## config.mk

```make
export PLATFORM = sky130hd
export DESIGN_NAME = longest_previous_factor_unit
export DESIGN_NICKNAME = d
export VERILOG_FILES = /design/src/rtl/lpf_pkg.sv /design/src/rtl/longest_previous_factor_unit.sv /design/src/rtl/lpf_front.sv /design/src/rtl/lpf_engine.sv
export SDC_FILE = /design/constraint.sdc
export NUM_CORES = 2
export LEC_CHECK = 0
export ABC_AREA = 1
export BUFFER_PORTS_ARGS = -buffer_cell sky130_fd_sc_hd__clkbuf_2
export CAP_MARGIN = 20
export CORE_ASPECT_RATIO = 0.7
export CORE_MARGIN = 1
export CORE_UTILIZATION = 52
export DETAILED_ROUTE_END_ITERATION = 8
export GPL_TIMING_DRIVEN = 1
export PLACE_DENSITY_LB_ADDON = 0.15
export SKIP_CTS_REPAIR_TIMING = 1
export SYNTH_ARGS = -nofsm -noshare
export SYNTH_HDL_FRONTEND = slang
export SYNTH_HIERARCHICAL = 1
export SYNTH_SLANG_ARGS = --single-unit
```

## constraint.sdc

```tcl
create_clock -name clk -period 13.8 [get_ports clk]
set_input_delay 2.76 -clock clk [delete_from_list [all_inputs] [get_ports clk]]
set_output_delay 2.76 -clock clk [all_outputs]
set_load 0.1 [all_outputs]
```

## src/rtl/lpf_pkg.sv

```systemverilog
// Shared types, constants and compare functions of the longest previous factor unit.
`default_nettype none

package lpf_pkg;

    // Field widths of the suffix array stream.
    localparam int POS_BITS = 16;
    localparam int LEN_BITS = 16;

    // Default stack depth and depth of the queue between front and back.
    localparam int STACK_DEPTH_DEF = 64;
    localparam int QUEUE_DEPTH     = 2;

    typedef logic [POS_BITS-1:0] pos_t;
    typedef logic [LEN_BITS-1:0] len_t;

    // One rank of the suffix array and LCP array.
    typedef struct packed {
        pos_t suffix_pos;
        len_t lcp_len;
        logic flush;
    } lpf_in_t;

    // One longest previous factor result.
    typedef struct packed {
        pos_t factor_pos;
        len_t factor_len;
        logic last_of_run;
        logic overflow;
    } lpf_out_t;

    // Classified item handed from the front to the back.
    typedef struct packed {
        pos_t pos;
        len_t cur;
        logic flush;
    } lpf_cmd_t;

    // True when the incoming item is a flush or sorts below the stack top, and takes the max/min path.
    function automatic logic below_top(input logic flush, input pos_t pos, input pos_t top_pos);
        below_top = flush || (pos < top_pos);
    endfunction

    // True when the stack top is popped by the incoming item.
    function automatic logic pop_cond(input logic flush, input pos_t pos, input len_t cur,
                                      input pos_t top_pos, input len_t top_len);
        pop_cond = below_top(flush, pos, top_pos) || ((pos > top_pos) && (cur <= top_len));
    endfunction

endpackage

`default_nettype wire

```

## src/rtl/longest_previous_factor_unit.sv

```systemverilog
// Top level of the longest previous factor unit: front queue, stack engine and checks.
//
// The unit takes a suffix array and its LCP array one rank per transfer and returns, for
// every stack entry that is popped, the text position and its longest previous factor
// length, in pop order, with last_of_run marking the final result of an input item and
// overflow giving the sticky flag for a push that found the stack full. An item whose
// processing pops k entries occupies the stack engine for its k pops and then its push:
// the engine pops one entry per cycle while the output is not stalled, and it takes the
// next queued item in that push cycle. Every entry is pushed once and popped at most once.
// A two-entry queue sits between the input and the engine, and results leave through an
// output register, so both sides may stall independently. The stack needs no clearing
// after reset; the unit takes transfers as soon as reset is released.
`default_nettype none

module longest_previous_factor_unit #(
    parameter int STACK_DEPTH = lpf_pkg::STACK_DEPTH_DEF
) (
    input  wire logic               clk,
    input  wire logic               rst_n,
    input  wire logic               sa_valid,
    output logic                    sa_stall,
    input  wire lpf_pkg::lpf_in_t   sa_item,
    output logic                    lpf_valid,
    input  wire logic               lpf_stall,
    output lpf_pkg::lpf_out_t       lpf_item
);
    import lpf_pkg::*;

    logic      cmd_valid;
    logic      cmd_take;
    lpf_cmd_t  cmd;

    lpf_front u_front (
        .clk       (clk),
        .rst_n     (rst_n),
        .sa_valid  (sa_valid),
        .sa_stall  (sa_stall),
        .sa_item   (sa_item),
        .cmd_valid (cmd_valid),
        .cmd_take  (cmd_take),
        .cmd       (cmd)
    );

    lpf_engine #(
        .STACK_DEPTH (STACK_DEPTH)
    ) u_engine (
        .clk       (clk),
        .rst_n     (rst_n),
        .cmd_valid (cmd_valid),
        .cmd_take  (cmd_take),
        .cmd       (cmd),
        .lpf_valid (lpf_valid),
        .lpf_stall (lpf_stall),
        .lpf_item  (lpf_item)
    );

    // The engine only takes an item that the queue holds.
    assert property (@(posedge clk) disable iff (!rst_n) cmd_take |-> cmd_valid)
        else $error("engine took an item from an empty queue");

    // A full queue always offers an item to the engine.
    assert property (@(posedge clk) disable iff (!rst_n) sa_stall |-> cmd_valid)
        else $error("input stalled while the queue offers nothing");

    // Once a result reports overflow, every later result reports it too.
    assert property (@(posedge clk) disable iff (!rst_n)
        (lpf_valid && lpf_item.overflow) |=> (!lpf_valid || lpf_item.overflow))
        else $error("overflow flag cleared without reset");

endmodule

`default_nettype wire

```

## src/rtl/lpf_front.sv

```systemverilog
// Front part: takes input transfers, classifies them and queues them for the back part.
`default_nettype none

module lpf_front (
    input  wire logic              clk,
    input  wire logic              rst_n,
    input  wire logic              sa_valid,
    output logic                   sa_stall,
    input  wire lpf_pkg::lpf_in_t  sa_item,
    output logic                   cmd_valid,
    input  wire logic              cmd_take,
    output lpf_pkg::lpf_cmd_t      cmd
);
    import lpf_pkg::*;

    localparam int QAW = (QUEUE_DEPTH > 1) ? $clog2(QUEUE_DEPTH) : 1;
    localparam int QCW = $clog2(QUEUE_DEPTH + 1);
    localparam logic [QCW-1:0] FULL_C = QCW'(QUEUE_DEPTH);
    localparam logic [QAW-1:0] LAST_C = QAW'(QUEUE_DEPTH - 1);

    lpf_cmd_t         queue_reg [QUEUE_DEPTH];
    logic [QAW-1:0]   wr_ptr_reg, wr_ptr_next;
    logic [QAW-1:0]   rd_ptr_reg, rd_ptr_next;
    logic [QCW-1:0]   fill_reg, fill_next;
    logic             accept;
    lpf_cmd_t         classified;

    // A flush item enters the stack logic as a position below all others with lcp zero.
    always_comb
    begin
        classified.pos   = sa_item.suffix_pos;
        classified.cur   = sa_item.flush ? '0 : sa_item.lcp_len;
        classified.flush = sa_item.flush;
    end

    assign sa_stall  = (fill_reg == FULL_C);
    assign accept    = sa_valid && !sa_stall;
    assign cmd_valid = (fill_reg != '0);
    assign cmd       = queue_reg[rd_ptr_reg];

    // Pointer and fill bookkeeping.
    always_comb
    begin
        wr_ptr_next = wr_ptr_reg;
        rd_ptr_next = rd_ptr_reg;
        fill_next   = fill_reg;
        if (accept)
        begin
            wr_ptr_next = (wr_ptr_reg == LAST_C) ? '0 : wr_ptr_reg + 1'b1;
        end
        if (cmd_take)
        begin
            rd_ptr_next = (rd_ptr_reg == LAST_C) ? '0 : rd_ptr_reg + 1'b1;
        end
        if (accept && !cmd_take)
        begin
            fill_next = fill_reg + 1'b1;
        end
        else if (!accept && cmd_take)
        begin
            fill_next = fill_reg - 1'b1;
        end
    end

    always_ff @(posedge clk or negedge rst_n)
    begin
        if (!rst_n)
        begin
            wr_ptr_reg <= '0;
            rd_ptr_reg <= '0;
            fill_reg   <= '0;
        end
        else
        begin
            wr_ptr_reg <= wr_ptr_next;
            rd_ptr_reg <= rd_ptr_next;
            fill_reg   <= fill_next;
        end
    end

    // Queue storage.
    always_ff @(posedge clk)
    begin
        if (accept)
        begin
            queue_reg[wr_ptr_reg] <= classified;
        end
    end

endmodule

`default_nettype wire

```

## src/rtl/lpf_engine.sv

```systemverilog
// Back part: stack sequencer; pops one entry per cycle unless the output stalls, then pushes the item.
`default_nettype none

module lpf_engine #(
    parameter int STACK_DEPTH = lpf_pkg::STACK_DEPTH_DEF
) (
    input  wire logic               clk,
    input  wire logic               rst_n,
    input  wire logic               cmd_valid,
    output logic                    cmd_take,
    input  wire lpf_pkg::lpf_cmd_t  cmd,
    output logic                    lpf_valid,
    input  wire logic               lpf_stall,
    output lpf_pkg::lpf_out_t       lpf_item
);
    import lpf_pkg::*;

    localparam int AW = $clog2(STACK_DEPTH);
    localparam int CW = $clog2(STACK_DEPTH + 1);
    localparam logic [CW-1:0] DEPTH_C = CW'(STACK_DEPTH);
    localparam logic [CW-1:0] ONE_C   = CW'(1);
    localparam logic [CW-1:0] TWO_C   = CW'(2);
    localparam logic [CW-1:0] THREE_C = CW'(3);

    // The top entry lives in flops; the memory holds the entries below it.
    pos_t           mem_pos [STACK_DEPTH];
    len_t           mem_len [STACK_DEPTH];

    logic           busy_reg, busy_next;
    logic [CW-1:0]  count_reg, count_next;
    logic           sec_mem_reg, sec_mem_next;
    logic           overflow_reg, overflow_next;
    logic           res_valid_reg, res_valid_next;
    lpf_cmd_t       cmd_reg;
    pos_t           top_pos_reg;
    len_t           top_len_reg;
    pos_t           sec_pos_reg;
    len_t           sec_len_reg;
    pos_t           rd_pos_reg;
    len_t           rd_len_reg;
    lpf_out_t       res_reg;

    pos_t           sec_pos;
    len_t           sec_len;
    logic           out_free;
    logic           want_pop;
    logic           do_pop;
    logic           finish;
    logic           do_push;
    logic           is_below;
    len_t           pop_len;
    len_t           cur_after;
    logic           more_pops;

    // The entry under the top comes from the memory read of the last pop until the next push, else from flops.
    assign sec_pos = sec_mem_reg ? rd_pos_reg : sec_pos_reg;
    assign sec_len = sec_mem_reg ? rd_len_reg : sec_len_reg;

    // Pop decision and the values of the popped result.
    always_comb
    begin
        out_free  = !res_valid_reg || !lpf_stall;
        want_pop  = busy_reg && (count_reg != '0)
                    && pop_cond(cmd_reg.flush, cmd_reg.pos, cmd_reg.cur, top_pos_reg, top_len_reg);
        do_pop    = want_pop && out_free;
        finish    = busy_reg && !want_pop;
        do_push   = finish && !cmd_reg.flush && (count_reg != DEPTH_C);
        cmd_take  = cmd_valid && (!busy_reg || finish);
        is_below  = below_top(cmd_reg.flush, cmd_reg.pos, top_pos_reg);
        pop_len   = (is_below && (cmd_reg.cur > top_len_reg)) ? cmd_reg.cur : top_len_reg;
        cur_after = (is_below && (top_len_reg < cmd_reg.cur)) ? top_len_reg : cmd_reg.cur;
        // Look one entry ahead so the final result of the item can be marked.
        more_pops = (count_reg >= TWO_C)
                    && pop_cond(cmd_reg.flush, cmd_reg.pos, cur_after, sec_pos, sec_len);
    end

    // Next state of the control registers.
    always_comb
    begin
        busy_next     = busy_reg;
        count_next    = count_reg;
        sec_mem_next  = sec_mem_reg;
        overflow_next = overflow_reg;
        if (finish)
        begin
            busy_next = 1'b0;
        end
        if (cmd_take)
        begin
            busy_next = 1'b1;
        end
        if (do_pop)
        begin
            count_next   = count_reg - ONE_C;
            sec_mem_next = 1'b1;
        end
        else if (do_push)
        begin
            count_next   = count_reg + ONE_C;
            sec_mem_next = 1'b0;
        end
        if (finish && !cmd_reg.flush && (count_reg == DEPTH_C))
        begin
            overflow_next = 1'b1;
        end
        if (do_pop)
        begin
            res_valid_next = 1'b1;
        end
        else
        begin
            res_valid_next = res_valid_reg && lpf_stall;
        end
    end

    always_ff @(posedge clk or negedge rst_n)
    begin
        if (!rst_n)
        begin
            busy_reg      <= 1'b0;
            count_reg     <= '0;
            sec_mem_reg   <= 1'b0;
            overflow_reg  <= 1'b0;
            res_valid_reg <= 1'b0;
        end
        else
        begin
            busy_reg      <= busy_next;
            count_reg     <= count_next;
            sec_mem_reg   <= sec_mem_next;
            overflow_reg  <= overflow_next;
            res_valid_reg <= res_valid_next;
        end
    end

    // Working item, top and second entries, and the output register.
    always_ff @(posedge clk)
    begin
        if (cmd_take)
        begin
            cmd_reg <= cmd;
        end
        else if (do_pop)
        begin
            cmd_reg.cur <= cur_after;
        end
        if (do_pop)
        begin
            top_pos_reg          <= sec_pos;
            top_len_reg          <= sec_len;
            res_reg.factor_pos   <= top_pos_reg;
            res_reg.factor_len   <= pop_len;
            res_reg.last_of_run  <= !more_pops;
            res_reg.overflow     <= overflow_reg;
        end
        else if (do_push)
        begin
            top_pos_reg <= cmd_reg.pos;
            top_len_reg <= cmd_reg.cur;
            sec_pos_reg <= top_pos_reg;
            sec_len_reg <= top_len_reg;
        end
    end

    // Stack memory: the old top moves down on a push, the new second entry is read on a pop.
    always_ff @(posedge clk)
    begin
        if (do_push && (count_reg != '0))
        begin
            mem_pos[AW'(count_reg - ONE_C)] <= top_pos_reg;
            mem_len[AW'(count_reg - ONE_C)] <= top_len_reg;
        end
        if (do_pop && (count_reg >= THREE_C))
        begin
            rd_pos_reg <= mem_pos[AW'(count_reg - THREE_C)];
            rd_len_reg <= mem_len[AW'(count_reg - THREE_C)];
        end
    end

    assign lpf_valid = res_valid_reg;
    assign lpf_item  = res_reg;

endmodule

`default_nettype wire

```

==> impl_results.md <==
* Tcrit/Tclk final at 40.8%
* Initial DRC Count at 9,438
* Largest net degree at the start of global routing at 187
* Post-synth EDFFs at 2,277
* DRC at 0
* CTS Buf Count at 206
* Setup violators final at 0
* Post-placement cell area at 0.0945 mm^2
* Fin util at 57.9%
* First-pass GRT wire length at 389,000 um
* Syn_area_per_cell at 13.2 um^2
* Via density at 6.30
* Hold WC Path Type: flop to flop
* RD Place Congestion at 0.877
* Synth cell count leaders: edfxtp_1, nor2_1, o21ai_0
* RSZ-0062 raised after global routing: no
* Die height at 353 um
* YS warnings at 6
* H-tree depth at 4
* Clock transition at path regs at 60 ps
* Final Instance Area at 0.101 mm^2
* Cell variety after synth at 43
* CP endpoint kind: flop
* Final wirelength at 271,000 um
* Vias in the first global route at 55,600
* Die area at 0.178 mm^2
* Chip width at 504 um
* Peak Freq at 178 MHz
* Crit Path Class: flop to flop
* Total of max-cap violations at 0
* Clock buffer depth at 3
* Required @ worst endpoint at 14,490 ps
* Drt pass-1 iters at 6
* Startpoint types: flop
* Ranking of synthesized cells by area: edfxtp_1, o21ai_0, nor2_1
* Layout cells sized above 1 at 9.18%
* Clock Latency Late Sink at 850 ps
* CTS root buffer: clkbuf_16
* Worst Max-Slew Pin Slew at 1200 ps
* Count leader, synth: edfxtp_1
* Met1 Wirelength at 112,000 um
* Hold slack at 476 ps
* Synthesized instance count at 6,968
* Starting density of the core at 52.5%
* Tot GR Track Use at 30.0%
* Routed wl met2 at 118,000 um
* PortBufs at 72
* Nets@finish at 7,044
* Post-Syn Area at 0.0917 mm^2
* Wire length per cell at 28.6 um
* Top Ports at 73
* Synth top area share at 74.6%
* Post-synth top area cell: edfxtp_1
* Max-slew headroom at 20.0%
* CTS Sinks at 2,292
* Area grow syn2layout at 10.2%
* Core Area at 0.175 mm^2
* TritonCTS clock tree: done
* GRT Residual Overflow at 0
* Worst Path Max Fanout at 106
* DP HPWL at 139,000 um
* Layout Skew at 36.2 ps
* Wire length on met3 at 33,700 um
* Yosys reg bits at 2,292
* Top sig layer: met5
* Fillcell total at 13,900
* Initial antenna violation count at 17
* Prevailing post-synth register cell: edfxtp_1
* Site row count at 128
* Seq/Total Area, Yosys at 75.0%
* Pins Over Slew Limit at 0
* DR vias at 59,500
* Fin. Hold Viols at 0
* Crit path arrival time at 6320 ps
* TNS Setup at 0 ps
* Post-synthesis async set-or-reset flop share at 0.654%
* Status: complete, no violations
* Min cycle time layout at 5630 ps
* Post-route ant nets at 0
* Syn Nets at 7,074
logic make-up (layout without fill, tap and decap cells):
| kind of cell | after synthesis | count (layout) | synth area share (%) |
|---|---|---|---|
| fa+ha+maj | 69 | 69 | 0.941 |
| xor+xnor | 10 | 10 | 0.0955 |
| compound gates | 1929 | 1929 | 11.5 |
| buf+inv | 577 | 715 | 2.85 |
| mux | 65 | 65 | 0.876 |
| flops | 2292 | 2292 | 75.0 |
| simple gates | 2026 | 2026 | 8.81 |
| other cells | 0 | 7 | 0 |
final timing paths:
kind	cells past startpoint	slack, ps	to	from
worst max-delay path	11	8170	u_engine/rd_len_reg[7]$_DFFE_PP_	u_engine/count_reg[0]$_DFFE_PN0P_
worst min-delay path	2	480	u_front/fill_reg[1]$_DFFE_PN0P_	u_front/fill_reg[1]$_DFFE_PN0P_
worst max register to register	11	8170	u_engine/rd_len_reg[7]$_DFFE_PP_	u_engine/count_reg[0]$_DFFE_PN0P_
worst min register to register	2	480	u_front/fill_reg[1]$_DFFE_PN0P_	u_front/fill_reg[1]$_DFFE_PN0P_
max in group asynchronous	1	11490	u_engine/count_reg[0]$_DFFE_PN0P_	rst_n
min in group asynchronous	1	1890	u_engine/count_reg[3]$_DFFE_PN0P_	rst_n
layout by cell type, fill, tap and decap left out, types with 14 or more instances in the layout:
master and n:
edfxtp_1 2277, nor2_1 1261, o21ai_0 1182, o22ai_1 574, nand2_1 465, clkbuf_16 210, nand3_1 183, buf_4 160
inv_1 87, o21ai_1 81, clkbuf_2 72, ha_1 68, nor3_2 66, clkbuf_1 50, a21oi_1 48, clkinv_1 47
clkinv_2 38, mux2i_1 30, mux2_4 29, o221ai_1 28, and2_1 18, bufinv_16 16, nand4_1 14
critical path, stage by stage (launching register included):
cell,delay (ps)
dfrtp_4,650
inv_8,480
ha_4,640
buf_4,770
buf_12,390
buf_4,840
o21ai_0,290
o22ai_1,220
o21ai_0,110
o221ai_1,220
nand3_1,400
nand2_1,170
through the flow:
stage               setup slack [ps]  cells
floorplan                       8410   6968
global placement                8240   9069
detailed placement              8230   9069
CTS                             8260   9445
global route                    8040   9447
finish                          8170   9453
area by class of cell:
type | count | area (um^2) | share of cell area [%]
Sequential cell | 2292 | 68800 | 68.0
Tap cell | 2340 | 2930 | 2.90
Antenna cell | 7 | 17.5 | 0.0173
Clock buffer | 262 | 5470 | 5.41
Timing Repair Buffer | 240 | 1720 | 1.70
Inverter | 99 | 399 | 0.395
Multi-Input combinational cell | 4099 | 20800 | 20.5
Clock inverter | 114 | 1030 | 1.02
metal layers:
metal	GRT usage [%]	vias up
met3	7.04	381
met2	44.2	3506
li1	-	25900
met4	7.84	6
met1	44.8	29800
met5	0	-
Power is not shown: default switching activity piles up to over one toggle a cycle in this logic, so the estimate is an artifact.
